--- src/rtl/yttm_pkg.sv ---
package yttm_pkg;

  localparam int unsigned MAX_MB_COLS_DEF = 256;
  localparam int unsigned MAX_MB_ROWS_DEF = 256;

  localparam int unsigned PADDR_W = 4;
  localparam int unsigned PDATA_W = 32;
  localparam int unsigned MB_DIM_W = 9;
  localparam int unsigned FIRST_ROW_W = 8;

  localparam logic [MB_DIM_W-1:0]    WIDTH_MBS_RST    = 9'd40;
  localparam logic [MB_DIM_W-1:0]    HEIGHT_MBS_RST   = 9'd30;
  localparam logic [FIRST_ROW_W-1:0] FIRST_MB_ROW_RST = 8'd0;
  localparam logic [MB_DIM_W-1:0]    MB_ROW_COUNT_RST = 9'd30;

  typedef enum logic [1:0] {
    REG_WIDTH_MBS    = 2'd0,
    REG_HEIGHT_MBS   = 2'd1,
    REG_FIRST_MB_ROW = 2'd2,
    REG_MB_ROW_COUNT = 2'd3
  } reg_idx_e;

  // clamped settings (first_mb_row passes unclamped) and counter clear strobe
  typedef struct packed {
    logic [MB_DIM_W-1:0]    width_mbs;
    logic [MB_DIM_W-1:0]    height_mbs;
    logic [FIRST_ROW_W-1:0] first_mb_row;
    logic [MB_DIM_W-1:0]    row_count;
    logic                   clr;
  } cfg_t;

endpackage

--- src/rtl/yttm_if.sv ---
interface yttm_pix_if;
  logic        valid;
  logic        ready;
  logic [31:0] pixel_pair;

  modport source (output valid, output pixel_pair, input ready);
  modport sink (input valid, input pixel_pair, output ready);
endinterface

interface yttm_mb_if;
  logic        valid;
  logic        ready;
  logic [23:0] luma_offset;
  logic [15:0] luma_bytes;
  logic        chroma_valid;
  logic [24:0] u_offset;
  logic [7:0]  u_byte;
  logic [24:0] v_offset;
  logic [7:0]  v_byte;
  logic        band_done;

  modport source (
    output valid, output luma_offset, output luma_bytes, output chroma_valid,
    output u_offset, output u_byte, output v_offset, output v_byte,
    output band_done, input ready
  );
  modport sink (
    input valid, input luma_offset, input luma_bytes, input chroma_valid,
    input u_offset, input u_byte, input v_offset, input v_byte,
    input band_done, output ready
  );
endinterface

--- src/rtl/yttm_cfg_regs.sv ---
module yttm_cfg_regs #(
  parameter int unsigned MAX_MB_COLS = yttm_pkg::MAX_MB_COLS_DEF,
  parameter int unsigned MAX_MB_ROWS = yttm_pkg::MAX_MB_ROWS_DEF
) (
  input  logic                          clk_i,
  input  logic                          rst_ni,
  input  logic                          psel,
  input  logic                          penable,
  input  logic                          pwrite,
  input  logic [yttm_pkg::PADDR_W-1:0]  paddr,
  input  logic [yttm_pkg::PDATA_W-1:0]  pwdata,
  output logic [yttm_pkg::PDATA_W-1:0]  prdata,
  output logic                          pready,
  output yttm_pkg::cfg_t                cfg_o
);

  localparam logic [yttm_pkg::MB_DIM_W-1:0] MaxCols = yttm_pkg::MB_DIM_W'(MAX_MB_COLS);
  localparam logic [yttm_pkg::MB_DIM_W-1:0] MaxRows = yttm_pkg::MB_DIM_W'(MAX_MB_ROWS);

  logic [yttm_pkg::MB_DIM_W-1:0]    width_mbs_q;
  logic [yttm_pkg::MB_DIM_W-1:0]    height_mbs_q;
  logic [yttm_pkg::FIRST_ROW_W-1:0] first_mb_row_q;
  logic [yttm_pkg::MB_DIM_W-1:0]    mb_row_count_q;
  logic                             wr_en;
  yttm_pkg::reg_idx_e               idx;

  function automatic logic [yttm_pkg::MB_DIM_W-1:0] clamp(
    input logic [yttm_pkg::MB_DIM_W-1:0] v,
    input logic [yttm_pkg::MB_DIM_W-1:0] hi
  );
    logic [yttm_pkg::MB_DIM_W-1:0] r;
    if (v == '0) begin
      r = yttm_pkg::MB_DIM_W'(1);
    end else if (v > hi) begin
      r = hi;
    end else begin
      r = v;
    end
    return r;
  endfunction

  assign pready = 1'b1;
  assign wr_en  = psel & penable & pwrite & pready;
  assign idx    = yttm_pkg::reg_idx_e'(paddr[3:2]);

  always_ff @(posedge clk_i or negedge rst_ni) begin
    if (!rst_ni) begin
      width_mbs_q    <= yttm_pkg::WIDTH_MBS_RST;
      height_mbs_q   <= yttm_pkg::HEIGHT_MBS_RST;
      first_mb_row_q <= yttm_pkg::FIRST_MB_ROW_RST;
      mb_row_count_q <= yttm_pkg::MB_ROW_COUNT_RST;
    end else if (wr_en) begin
      case (idx)
        yttm_pkg::REG_WIDTH_MBS:    width_mbs_q    <= pwdata[8:0];
        yttm_pkg::REG_HEIGHT_MBS:   height_mbs_q   <= pwdata[8:0];
        yttm_pkg::REG_FIRST_MB_ROW: first_mb_row_q <= pwdata[7:0];
        yttm_pkg::REG_MB_ROW_COUNT: mb_row_count_q <= pwdata[8:0];
        default: ;
      endcase
    end
  end

  always_comb begin
    case (idx)
      yttm_pkg::REG_WIDTH_MBS:    prdata = {23'd0, width_mbs_q};
      yttm_pkg::REG_HEIGHT_MBS:   prdata = {23'd0, height_mbs_q};
      yttm_pkg::REG_FIRST_MB_ROW: prdata = {24'd0, first_mb_row_q};
      yttm_pkg::REG_MB_ROW_COUNT: prdata = {23'd0, mb_row_count_q};
      default:                    prdata = '0;
    endcase
  end

  assign cfg_o.width_mbs    = clamp(width_mbs_q, MaxCols);
  assign cfg_o.height_mbs   = clamp(height_mbs_q, MaxRows);
  assign cfg_o.first_mb_row = first_mb_row_q;
  assign cfg_o.row_count    = clamp(mb_row_count_q, MaxRows);
  assign cfg_o.clr          = wr_en;

endmodule

--- src/rtl/yuyv_to_tiled_420_mb.sv ---
// channel   dir  modport            payload
// pix_in    in   yttm_pix_if.sink   pixel_pair
// mb_out    out  yttm_mb_if.source  luma/chroma offsets and bytes, band_done
// apb       in   psel/penable/...   width_mbs, height_mbs, first_mb_row, mb_row_count
//
// one transfer per cycle sustained while mb_out is ready; stage one and stage two registers lie from pix_in to mb_out
// stage one captures counters and row split, stage two does the tile multiply and adds
// rst_ni clears counters and pipeline valids, registers take their reset values
// a stall on mb_out holds stage two; pix_in stays ready while stage one can move
// a register write returns both counters to the band start
module yuyv_to_tiled_420_mb #(
  parameter int unsigned MAX_MB_COLS = yttm_pkg::MAX_MB_COLS_DEF,
  parameter int unsigned MAX_MB_ROWS = yttm_pkg::MAX_MB_ROWS_DEF
) (
  input  logic                          clk_i,
  input  logic                          rst_ni,
  input  logic                          psel,
  input  logic                          penable,
  input  logic                          pwrite,
  input  logic [yttm_pkg::PADDR_W-1:0]  paddr,
  input  logic [yttm_pkg::PDATA_W-1:0]  pwdata,
  output logic [yttm_pkg::PDATA_W-1:0]  prdata,
  output logic                          pready,
  yttm_pix_if.sink                      pix_in,
  yttm_mb_if.source                     mb_out
);

  yttm_pkg::cfg_t cfg;

  logic [10:0] pair_col_q, pair_col_d;
  logic [11:0] row_q, row_d;
  logic [11:0] pairs_per_row;
  logic [12:0] rows_in_band;
  logic        last_col, last_row;
  logic [12:0] frame_row;
  logic        in_xfer, s2_adv;

  logic        s1_valid_q;
  logic [31:0] s1_word_q;
  logic [8:0]  s1_mb_row_q;
  logic [3:0]  s1_row_in_mb_q;
  logic [7:0]  s1_mb_col_q;
  logic [2:0]  s1_pair_q;
  logic        s1_done_q;

  logic [17:0] mb_row_base;
  logic [17:0] mb_index;
  logic [17:0] frame_mbs;
  logic [24:0] luma_size;
  logic [24:0] uoff;

  logic        out_valid_q;
  logic [23:0] luma_offset_q;
  logic [15:0] luma_bytes_q;
  logic        chroma_valid_q;
  logic [24:0] u_offset_q, v_offset_q;
  logic [7:0]  u_byte_q, v_byte_q;
  logic        band_done_q;

  yttm_cfg_regs #(
    .MAX_MB_COLS(MAX_MB_COLS),
    .MAX_MB_ROWS(MAX_MB_ROWS)
  ) u_cfg (
    .clk_i  (clk_i),
    .rst_ni (rst_ni),
    .psel   (psel),
    .penable(penable),
    .pwrite (pwrite),
    .paddr  (paddr),
    .pwdata (pwdata),
    .prdata (prdata),
    .pready (pready),
    .cfg_o  (cfg)
  );

  assign s2_adv       = !out_valid_q || mb_out.ready;
  assign pix_in.ready = !s1_valid_q || s2_adv;
  assign in_xfer      = pix_in.valid && pix_in.ready;

  assign pairs_per_row = {cfg.width_mbs, 3'd0};
  assign rows_in_band  = {cfg.row_count, 4'd0};
  assign last_col      = ({1'b0, pair_col_q} + 12'd1) >= pairs_per_row;
  assign last_row      = ({1'b0, row_q} + 13'd1) >= rows_in_band;
  assign frame_row     = {1'b0, cfg.first_mb_row, 4'd0} + {1'b0, row_q};

  always_comb begin
    pair_col_d = pair_col_q;
    row_d      = row_q;
    if (cfg.clr) begin
      pair_col_d = '0;
      row_d      = '0;
    end else if (in_xfer) begin
      if (last_col) begin
        pair_col_d = '0;
        row_d      = last_row ? '0 : row_q + 12'd1;
      end else begin
        pair_col_d = pair_col_q + 11'd1;
      end
    end
  end

  always_ff @(posedge clk_i or negedge rst_ni) begin
    if (!rst_ni) begin
      pair_col_q <= '0;
      row_q      <= '0;
      s1_valid_q <= 1'b0;
    end else begin
      pair_col_q <= pair_col_d;
      row_q      <= row_d;
      if (pix_in.ready) begin
        s1_valid_q <= pix_in.valid;
      end
    end
  end

  always_ff @(posedge clk_i) begin
    if (in_xfer) begin
      s1_word_q      <= pix_in.pixel_pair;
      s1_mb_row_q    <= frame_row[12:4];
      s1_row_in_mb_q <= frame_row[3:0];
      s1_mb_col_q    <= pair_col_q[10:3];
      s1_pair_q      <= pair_col_q[2:0];
      s1_done_q      <= last_col && last_row;
    end
  end

  assign mb_row_base = s1_mb_row_q * cfg.width_mbs;
  assign mb_index    = mb_row_base + {10'd0, s1_mb_col_q};
  assign frame_mbs   = cfg.width_mbs * cfg.height_mbs;
  assign luma_size   = {frame_mbs[16:0], 8'd0};
  assign uoff        = luma_size + {mb_index, s1_row_in_mb_q[3:1], 1'b0, s1_pair_q};

  always_ff @(posedge clk_i or negedge rst_ni) begin
    if (!rst_ni) begin
      out_valid_q <= 1'b0;
    end else if (s2_adv) begin
      out_valid_q <= s1_valid_q;
    end
  end

  always_ff @(posedge clk_i) begin
    if (s2_adv && s1_valid_q) begin
      luma_offset_q <= {mb_index[15:0], s1_row_in_mb_q, s1_pair_q, 1'b0};
      luma_bytes_q  <= {s1_word_q[23:16], s1_word_q[7:0]};
      band_done_q   <= s1_done_q;
      if (!s1_row_in_mb_q[0]) begin
        chroma_valid_q <= 1'b1;
        u_offset_q     <= uoff;
        // bit 3 of the chroma offset is always clear
        v_offset_q     <= uoff | 25'd8;
        u_byte_q       <= s1_word_q[15:8];
        v_byte_q       <= s1_word_q[31:24];
      end else begin
        chroma_valid_q <= 1'b0;
        u_offset_q     <= '0;
        v_offset_q     <= '0;
        u_byte_q       <= '0;
        v_byte_q       <= '0;
      end
    end
  end

  assign mb_out.valid        = out_valid_q;
  assign mb_out.luma_offset  = luma_offset_q;
  assign mb_out.luma_bytes   = luma_bytes_q;
  assign mb_out.chroma_valid = chroma_valid_q;
  assign mb_out.u_offset     = u_offset_q;
  assign mb_out.u_byte       = u_byte_q;
  assign mb_out.v_offset     = v_offset_q;
  assign mb_out.v_byte       = v_byte_q;
  assign mb_out.band_done    = band_done_q;

  a_clr_counters: assert property (@(posedge clk_i) disable iff (!rst_ni)
    cfg.clr |=> (pair_col_q == '0) && (row_q == '0))
    else $error("counters not cleared by register write");

  a_col_range: assert property (@(posedge clk_i) disable iff (!rst_ni)
    {1'b0, pair_col_q} < pairs_per_row)
    else $error("pair column beyond row");

  a_row_range: assert property (@(posedge clk_i) disable iff (!rst_ni)
    {1'b0, row_q} < rows_in_band)
    else $error("row beyond band");

  a_odd_row_quiet: assert property (@(posedge clk_i) disable iff (!rst_ni)
    (out_valid_q && !chroma_valid_q) |-> (u_offset_q == '0) && (v_offset_q == '0))
    else $error("chroma offsets on odd row");

  a_v_after_u: assert property (@(posedge clk_i) disable iff (!rst_ni)
    (out_valid_q && chroma_valid_q) |-> (v_offset_q == u_offset_q + 25'd8))
    else $error("v offset not u offset plus eight");

endmodule

--- src/flat_wrapper.sv ---
// flat-port wrapper written by rule: the top's interface ports become plain ports
module yuyv_to_tiled_420_mb_flat 
#(
  parameter int unsigned MAX_MB_COLS = yttm_pkg::MAX_MB_COLS_DEF,
  parameter int unsigned MAX_MB_ROWS = yttm_pkg::MAX_MB_ROWS_DEF
)
  (clk_i, rst_ni, psel, penable, pwrite, paddr, pwdata, prdata, pready, pix_in_valid, pix_in_pixel_pair, pix_in_ready, mb_out_valid, mb_out_luma_offset, mb_out_luma_bytes, mb_out_chroma_valid, mb_out_u_offset, mb_out_u_byte, mb_out_v_offset, mb_out_v_byte, mb_out_band_done, mb_out_ready);
  yttm_pix_if pix_in_i ();
  yttm_mb_if mb_out_i ();
  input  logic clk_i;
  input  logic rst_ni;
  input  logic psel;
  input  logic penable;
  input  logic pwrite;
  input  logic [yttm_pkg::PADDR_W-1:0] paddr;
  input  logic [yttm_pkg::PDATA_W-1:0] pwdata;
  output logic [yttm_pkg::PDATA_W-1:0] prdata;
  output logic pready;
  input wire logic [$bits(pix_in_i.valid)-1:0] pix_in_valid;
  input wire logic [$bits(pix_in_i.pixel_pair)-1:0] pix_in_pixel_pair;
  output wire logic [$bits(pix_in_i.ready)-1:0] pix_in_ready;
  output wire logic [$bits(mb_out_i.valid)-1:0] mb_out_valid;
  output wire logic [$bits(mb_out_i.luma_offset)-1:0] mb_out_luma_offset;
  output wire logic [$bits(mb_out_i.luma_bytes)-1:0] mb_out_luma_bytes;
  output wire logic [$bits(mb_out_i.chroma_valid)-1:0] mb_out_chroma_valid;
  output wire logic [$bits(mb_out_i.u_offset)-1:0] mb_out_u_offset;
  output wire logic [$bits(mb_out_i.u_byte)-1:0] mb_out_u_byte;
  output wire logic [$bits(mb_out_i.v_offset)-1:0] mb_out_v_offset;
  output wire logic [$bits(mb_out_i.v_byte)-1:0] mb_out_v_byte;
  output wire logic [$bits(mb_out_i.band_done)-1:0] mb_out_band_done;
  input wire logic [$bits(mb_out_i.ready)-1:0] mb_out_ready;
  assign pix_in_i.valid = pix_in_valid;
  assign pix_in_i.pixel_pair = pix_in_pixel_pair;
  assign pix_in_ready = pix_in_i.ready;
  assign mb_out_valid = mb_out_i.valid;
  assign mb_out_luma_offset = mb_out_i.luma_offset;
  assign mb_out_luma_bytes = mb_out_i.luma_bytes;
  assign mb_out_chroma_valid = mb_out_i.chroma_valid;
  assign mb_out_u_offset = mb_out_i.u_offset;
  assign mb_out_u_byte = mb_out_i.u_byte;
  assign mb_out_v_offset = mb_out_i.v_offset;
  assign mb_out_v_byte = mb_out_i.v_byte;
  assign mb_out_band_done = mb_out_i.band_done;
  assign mb_out_i.ready = mb_out_ready;
  yuyv_to_tiled_420_mb #(.MAX_MB_COLS(MAX_MB_COLS), .MAX_MB_ROWS(MAX_MB_ROWS)) u_core (.clk_i(clk_i), .rst_ni(rst_ni), .psel(psel), .penable(penable), .pwrite(pwrite), .paddr(paddr), .pwdata(pwdata), .prdata(prdata), .pready(pready), .pix_in(pix_in_i), .mb_out(mb_out_i));
endmodule
--- config.mk ---
export PLATFORM = sky130hd
export DESIGN_NAME = yuyv_to_tiled_420_mb_flat
export DESIGN_NICKNAME = d
export VERILOG_FILES = /design/src/rtl/yttm_pkg.sv /design/src/rtl/yttm_if.sv /design/src/rtl/yttm_cfg_regs.sv /design/src/rtl/yuyv_to_tiled_420_mb.sv /design/src/flat_wrapper.sv
export SDC_FILE = /design/constraint.sdc
export NUM_CORES = 1
export LEC_CHECK = 0
export ABC_AREA = 1
export BUFFER_PORTS_ARGS = -buffer_cell sky130_fd_sc_hd__buf_2
export CAP_MARGIN = 20
export CORE_ASPECT_RATIO = 1.4
export CORE_MARGIN = 2
export CORE_UTILIZATION = 40
export CTS_CLUSTER_SIZE = 12
export DETAILED_ROUTE_END_ITERATION = 12
export GPL_TIMING_DRIVEN = 0
export PLACE_DENSITY_LB_ADDON = 0.05
export RECOVER_POWER = 25
export SKIP_CTS_REPAIR_TIMING = 1
export SYNTH_ARGS = -nofsm -noshare
export SYNTH_HDL_FRONTEND = slang
export SYNTH_SLANG_ARGS = --single-unit
--- constraint.sdc ---
create_clock -name clk_i -period 8.2 [get_ports clk_i]
set_clock_uncertainty 0.1 [all_clocks]
set_input_delay 1.23 -clock clk_i [delete_from_list [all_inputs] [get_ports clk_i]]
set_output_delay 1.23 -clock clk_i [all_outputs]
set_load 0.05 [all_outputs]
======== Word-level counts from Yosys, hierarchy flattened ========
Index checks and enable logic that the tools add are counted.
W data, S select, Z words.
word-level totals
  RAM bits ................................ 0
  bits in registers ....................... 224
  output and inout bits ................... 143
  bits in latches ......................... 0
  logic and storage cells ................. 76
  ROM bits ................................ 0
  bits of input ports ..................... 75
  memories ................................ 0
cells by class
  bitwise gates (word level) .............. 2
  shift-type cells ........................ 0
  equal/unequal tests ..................... 3
  order comparisons ....................... 5
  add/sub/neg operators ................... 7
  reduce and logical (&&, ||, !) cells .... 18
  mux-type cells .......................... 16
  $mul .................................... 2
  div/mod/pow operators ................... 0
operator list
  kind                     number
  $pmux W32 S4             1
  $mux W9                  6
  $mux W12                 4
  $mux W11                 3
  $gt A9 B9 Y1 const B     3
  $logic_not A9 Y1         3
  $add A25 B25 Y25         1
  $add A18 B8 Y18          1
  $mul A9 B9 Y18           1
  $mul A9 B9 Y17           1
  $add A12 B1 Y13 const B  1
  $add A12 B12 Y13         1
  $ge A13 B13 Y1           1
  $add A11 B1 Y12 const B  1
  $add A12 B1 Y12 const B  1
  $ge A12 B12 Y1           1
  $add A11 B1 Y11 const B  1
  $reduce_and A2 Y1        5
  $eq A2 B2 Y1 const B     2
  $mux W4                  1
  $reduce_bool A2 Y1       2
  $logic_and A1 B1 Y1      3
  $and A1 B1 Y1            2
  $eq A2 B1 Y1 const B     1
  4 further kinds          6

======== Depth between registers and ports, before layout ========
  depth after elaboration ................. 8
  mapped depth ............................ 37
  mapped depth without buffers ............ 37

======== Cells and area by module ========
From an unflattened synthesis, not the netlist that was laid out.
second synthesis, totals
  cell total of the unflattened synthesis .. 1800
  area, all modules ....................... 15780.1 um^2
by module, submodules not included
  module                times used  cells an instance  sequential area each (um^2)  area an instance (um^2)
  yuyv_to_tiled_420_mb  1           1521               4769.6                       13689.4
  yttm_cfg_regs         1           279                888.4                        2090.8

======== Worst setup path before layout ========
No wires, ideal clock.
  kind .................................... register to register
  from .................................... register u_core.u_cfg.width_mbs_q[6] (netlist name)
  to ...................................... register u_core.u_offset_q[24] (netlist: u_core.mb_out.u_offset[24]) (data pin)
  path buffers ............................ 0
  stages on the path, launching flop included .. 36
  clock period less this slack ............ 6.442 ns
  slack ................................... 1.758 ns
  arrival time ............................ 6.090 ns
  cell sequence ........................... dfrtp_1 -> nor4_1 -> nand2_1 -> nor2_1 -> nor2_1 -> inv_1 -> nand2_2 -> clkinv_1 -> nand2_1 -> fa_1 -> inv_1 -> fa_1 -> inv_1 -> fa_1 -> inv_1 -> fa_1 -> inv_1 -> fa_1 -> inv_1 -> ha_1 -> nand2_1 -> nand2_1 -> a21oi_2 -> nor2_1 -> nor2_2 -> nand2_1 -> a21oi_1 -> nor2_1 -> nor2_1 -> xnor2_1 -> ha_1 -> a21o_1 -> nor2_1 -> nand3_1 -> nor2_1 -> nor2_1
on the way
  word-level cells in the longest chain between the ends .. 6
  elaborated cells on any way between the ends .. 8
ends and longest elaborated chain
  item                    RTL line                     RTL
  from (decl)             yttm_cfg_regs.sv:20          logic [yttm_pkg::MB_DIM_W-1:0] width_mbs_q;
  from (signal assigned)  yttm_cfg_regs.sv:48          width_mbs_q <= yttm_pkg::WIDTH_MBS_RST;
  from (signal assigned)  yttm_cfg_regs.sv:54          yttm_pkg::REG_WIDTH_MBS: width_mbs_q <= pwdata[8:0];
  $gt A9 B9 Y1            yttm_cfg_regs.sv:34          end else if (v > hi) begin
  $mux W9                 yttm_cfg_regs.sv:34
  $mux W9 (*)             yttm_cfg_regs.sv:32          if (v == '0) begin
  $mul A9 B9 Y18          yuyv_to_tiled_420_mb.sv:127  assign mb_row_base = s1_mb_row_q * cfg.width_mbs;
  $add A18 B8 Y18         yuyv_to_tiled_420_mb.sv:128  assign mb_index = mb_row_base + {10'd0, s1_mb_col_q};
  $add A25 B25 Y25 (*)    yuyv_to_tiled_420_mb.sv:131  assign uoff = luma_size + {mb_index, s1_row_in_mb_q[3:1], 1'b0, s1_pair_q};
  to (signal assigned)    yuyv_to_tiled_420_mb.sv:148  u_offset_q <= uoff;
  to (decl)               yuyv_to_tiled_420_mb.sv:56   logic [24:0] u_offset_q, v_offset_q;
Every way passes the cells marked *; elsewhere a longest branch is shown, timed or not.
A chain may end at the register's enable or synchronous reset.

======== Worst setup path after layout ========
  from .................................... register u_core.u_cfg.width_mbs_q[8] (netlist name)
  to ...................................... register u_core.u_offset_q[24] (netlist: u_core.mb_out.u_offset[24]) (data pin)
on the way
  word-level cells in the longest chain between the ends .. 6
  elaborated cells on any way between the ends .. 8
ends and longest elaborated chain
  item                           RTL line                     RTL
  $gt A9 B9 Y1                   yttm_cfg_regs.sv:34
  $mux W9                        yttm_cfg_regs.sv:34
  $mux W9 (*)                    yttm_cfg_regs.sv:32
  $mul A9 B9 Y18 (*)             yuyv_to_tiled_420_mb.sv:127
  $add A18 B8 Y18 (*)            yuyv_to_tiled_420_mb.sv:128
  named net u_core.mb_index[12]  yuyv_to_tiled_420_mb.sv:47   logic [17:0] mb_index;
  $add A25 B25 Y25 (*)           yuyv_to_tiled_420_mb.sv:131
The timed path passes the listed nets; every way through them passes the cells marked *.

==> summary.txt <==
Status
  • Status: finished, violations left
  • Failing checks: max-capacitance violations, max-slew violations

Power and ir drop
  • Total power: approximately 6500 uW
  • Max IR drop VDD: 0.166 mV
  • PwrDens: ~380 nW/um^2
  • Leakage: between 0.008 and 0.009 uW

Die
  • Num ports: around 220
  • Row count: 84
  • Initial core utilization: 0.403
  • Die height: about 230 um
  • Core ar.: about 37000 um^2
  • Die Area: 39300 um^2
  • Die width: about 170 um

Worst hold path
  • Min-Delay Endpoint: u_core.mb_out.luma_bytes[3]
  • Hold Path Origin: u_core.s1_word_q[3]
  • Hold Path Class: register to register
  • Hold Crit Depth: 0

GRT
  • Initial antenna violation count: 0
  • GRT Total Usage: 0.187
  • Vias in the first global route: between 10000 and 15000
  • Largest net degree at the start of global routing: a little over 60
  • First-pass GRT wire length: around 57000 um
  • Remaining global-route overflow: 0

CTS
  • Worst-skew pair later-pin latency: about 0.46 ns
  • Num CTS Buffers: 17
  • CTS tree: built
  • Root Driver: clkbuf_16
  • H-tree Lvls: 4
  • Reg clk slew, reported paths: ~0.090 ns
  • Clock sinks: between 150 and 200
  • Max clock buf depth: 2

Detailed routing
  • Final ANT Viol Nets: 0
  • First-pass DRT Iterations: 5
  • Drt first-iter violations: around 440
  • Via count: approximately 11000
  • Residual DRC: 0
  • Drt total wl: 36000 um
  • Vias per Instance: around 4.7
  • Per-cell routed wire length: ~15 um

Setup path
  • Worst setup SP type: register
  • CP Max Fanout: 10
  • R2R Setup Slk: 0.80 ns
  • Arrival time at the worst endpoint: around 7.5 ns
  • Launching point of the worst reg2reg path: u_core.u_cfg.width_mbs_q[8]
  • CP required: 8.30 ns
  • Crit path largest cell delay: approximately 0.55 ns
  • Crit Path Class: register to register
  • CP endpoint kind: register
  • Slowest library cell on the worst path: fa_1
  • Reg-to-Reg End: u_core.mb_out.u_offset[24]
  • Path depth of the worst reg2reg path: 30

Logic synthesis
  • Netlist cell types: 47
  • Sequential-to-total area share from yosys stat: 0.375
  • Mux contribution to synthesized area: 0.00887
  • Simple-gate portion of the synthesized area: 0.171
  • Post-Synthesis Cells: about 1700
  • Yosys top cell by area: edfxtp_1
  • Synth Area in Compound Gates: 0.0581
  • Share of the synthesized area in the top cell type: 0.275
  • Flops & latches, synth: 198
  • Fraction of registers with async set/reset: 0.303
  • Mapped Area: 15100 um^2
  • Largest family of logic cells by synthesized area: adder cells
  • Number of synthesized flops with an enable pin: about 140
  • Synth warn: 0
  • Synth Area in XOR/XNOR: 0.0232
  • Syn Area/Cell: 9.12 um^2
  • Adder-Cell Fraction of Synth Area: 0.250
  • Top post-synthesis cells by area: edfxtp_1 (27%), fa_1 (14%), ha_1 (11%), dfrtp_1 (8.3%), inv_1 (8.0%)
  • Post-synth top flop: edfxtp_1

Finish
  • Antenna diode count: 0
  • Layout net count: ~2200
  • Layout cells sized above 1: 0.176
  • Layout area overhead: 14.7%
  • Post-Layout Inst Area: between 15000 and 20000 um^2
  • Non-Filler Instances: 2353

STA
  • RSZ-0062 raised after global routing: no
  • Setup total negative slack: 0 ns
  • Count of pins over their slew limit: between 60 and 70
  • Hold_ws: approximately 0.31 ns
  • Period utilization: 0.903
  • Setup violations, final: 0
  • Crit path time final: ~7.4 ns
  • Rel. slew slack: -1.28
  • Final Hold Vio Count: 0
  • Max Freq: about 140 MHz
  • Tightest Pin Transition: approximately 3.4 ns

Place
  • Area after DPL: about 17000 um^2
  • Cells after DPL: between 2000 and 2500
  • GP Congestion: 0.838
  • Dpl hpwl: ~30000 um
  • IO Port Bufs: 166

Flow run
  • Maxcap violations: 1
## metal layers
layer / routed length, um / part of all wire / GRT usage
met1: 14900 / 0.41 / 0.219
met2: 19100 / 0.53 / 0.357
met3: 1010 / 0.028 / 0.0211
met4: 1020 / 0.028 / 0.0633
met5: 0 / 0 / 0
## worst max path at each step
stage / slack (ns) / cells past startpoint / startpoint / to
2_1_floorplan: 1.76 / 35 / u_core.u_cfg.width_mbs_q[6] / u_core.mb_out.u_offset[24]
6_report: 0.80 / 30 / u_core.u_cfg.width_mbs_q[8] / u_core.mb_out.u_offset[24]
4_1_cts: 0.74 / 31 / u_core.u_cfg.width_mbs_q[8] / u_core.mb_out.u_offset[23]
3_5_place_dp: 0.75 / 31 / u_core.u_cfg.width_mbs_q[8] / u_core.mb_out.u_offset[23]
3_3_place_gp: 0.28 / 3 / mb_out_ready / u_core.mb_out.luma_offset[22]
5_1_grt: 0.17 / 31 / u_core.u_cfg.width_mbs_q[8] / u_core.mb_out.u_offset[23]
## through the flow
step	util	setup slack [ns]
after floorplan	-	1.76
after global placement	0.444	0.282
after detailed placement	0.446	0.755
after CTS	0.463	0.738
after global routing	0.463	0.172
final	0.463	0.797
## cells by family (layout without fill, tap and decap cells)
kind of cell / count (synthesis) / count (layout)
AOI/OAI and AO/OA: 155 / 155
xor gates and xnor gates: 40 / 40
adders and majority gates: 239 / 239
buffers and inverters: 399 / 601
DFF: 198 / 198
muxes: 12 / 12
other: 2 / 26
and+or+nand+nor: 609 / 609
## cell usage in the layout, fill, tap and decap left out, drive strengths merged, types with 2 or more instances in the layout
cell,count
nand2,328
dfrtp,50
xor2,30
conb,26
mux2,11
a21o,3
buf,228
nand4,15
edfxtp,138
fa,105
inv,335
ha,134
o2111ai,7
o21bai,6
nor3,10
dfstp,10
and2,2
xnor2,10
a21oi,68
nand3,64
nor4,4
or2,3
o22ai,6
a31oi,11
o21ai,50
clkbuf,28
nor2,179
clkinv,10
o21a,2
## critical path, delay by kind of cell (launching register included)
kind                       cells  cell delay, ns
and+or+nand+nor               12            1.61
buffers and inverters          8            1.24
DFF                            1            0.32
AOI/OAI and AO/OA              2            0.39
xor gates and xnor gates       1            0.30
adders and majority gates      7            3.18
## final cells by class
type,instances,area [um^2]
fillers,3744,20100
multi-input cells,1081,7830
flip-flops and latches,198,5660
inverters,330,1240
repair buffers,170,917
well taps,473,592
plain buffers,69,469
clock buffers,17,425
clock inverters,15,186
## synth_stat cells, types with 6 or more instances
library cell	n
a21oi_1	64
a31oi_1	11
buf_2	6
buf_4	52
clkbuf_1	10
dfrtp_1	50
dfstp_2	10
edfxtp_1	138
fa_1	105
ha_1	134
inv_1	322
mux2_2	11
nand2_1	307
nand2_2	19
nand3_1	55
nand3_2	9
nand4_1	15
nor2_1	171
nor2_2	8
nor3_1	10
o2111ai_1	7
o21ai_0	46
o21bai_1	6
o22ai_1	6
xnor2_1	10
xor2_1	30
## report_power, final
| group | internal (uW) | leakage (uW) | switching (uW) | total [uW] |
|---|---|---|---|---|
| sequential | 1420 | 0.00207 | 143 | 1560 |
| clock | 421 | 0.000297 | 449 | 870 |
| combinational | 1340 | 0.00655 | 2770 | 4100 |
## registers in the layout, summed over array words and instances, names as in the netlist, 3 cells and up
signal                       count
u_core.u_cfg.first_mb_row_q      8
u_core.mb_out.luma_offset       23
u_core.mb_out.luma_bytes        16
u_core.mb_out.v_byte             8
u_core.s1_word_q                32
u_core.u_cfg.width_mbs_q         9
u_core.u_cfg.mb_row_count_q      9
u_core.s1_row_in_mb_q            4
u_core.s1_mb_col_q               8
u_core.s1_pair_q                 3
u_core.pair_col_q               11
u_core.s1_mb_row_q               9
u_core.mb_out.u_byte             8
u_core.row_q                    12
u_core.mb_out.u_offset          24
u_core.u_cfg.height_mbs_q        9
(Power assumes the default switching activity.)
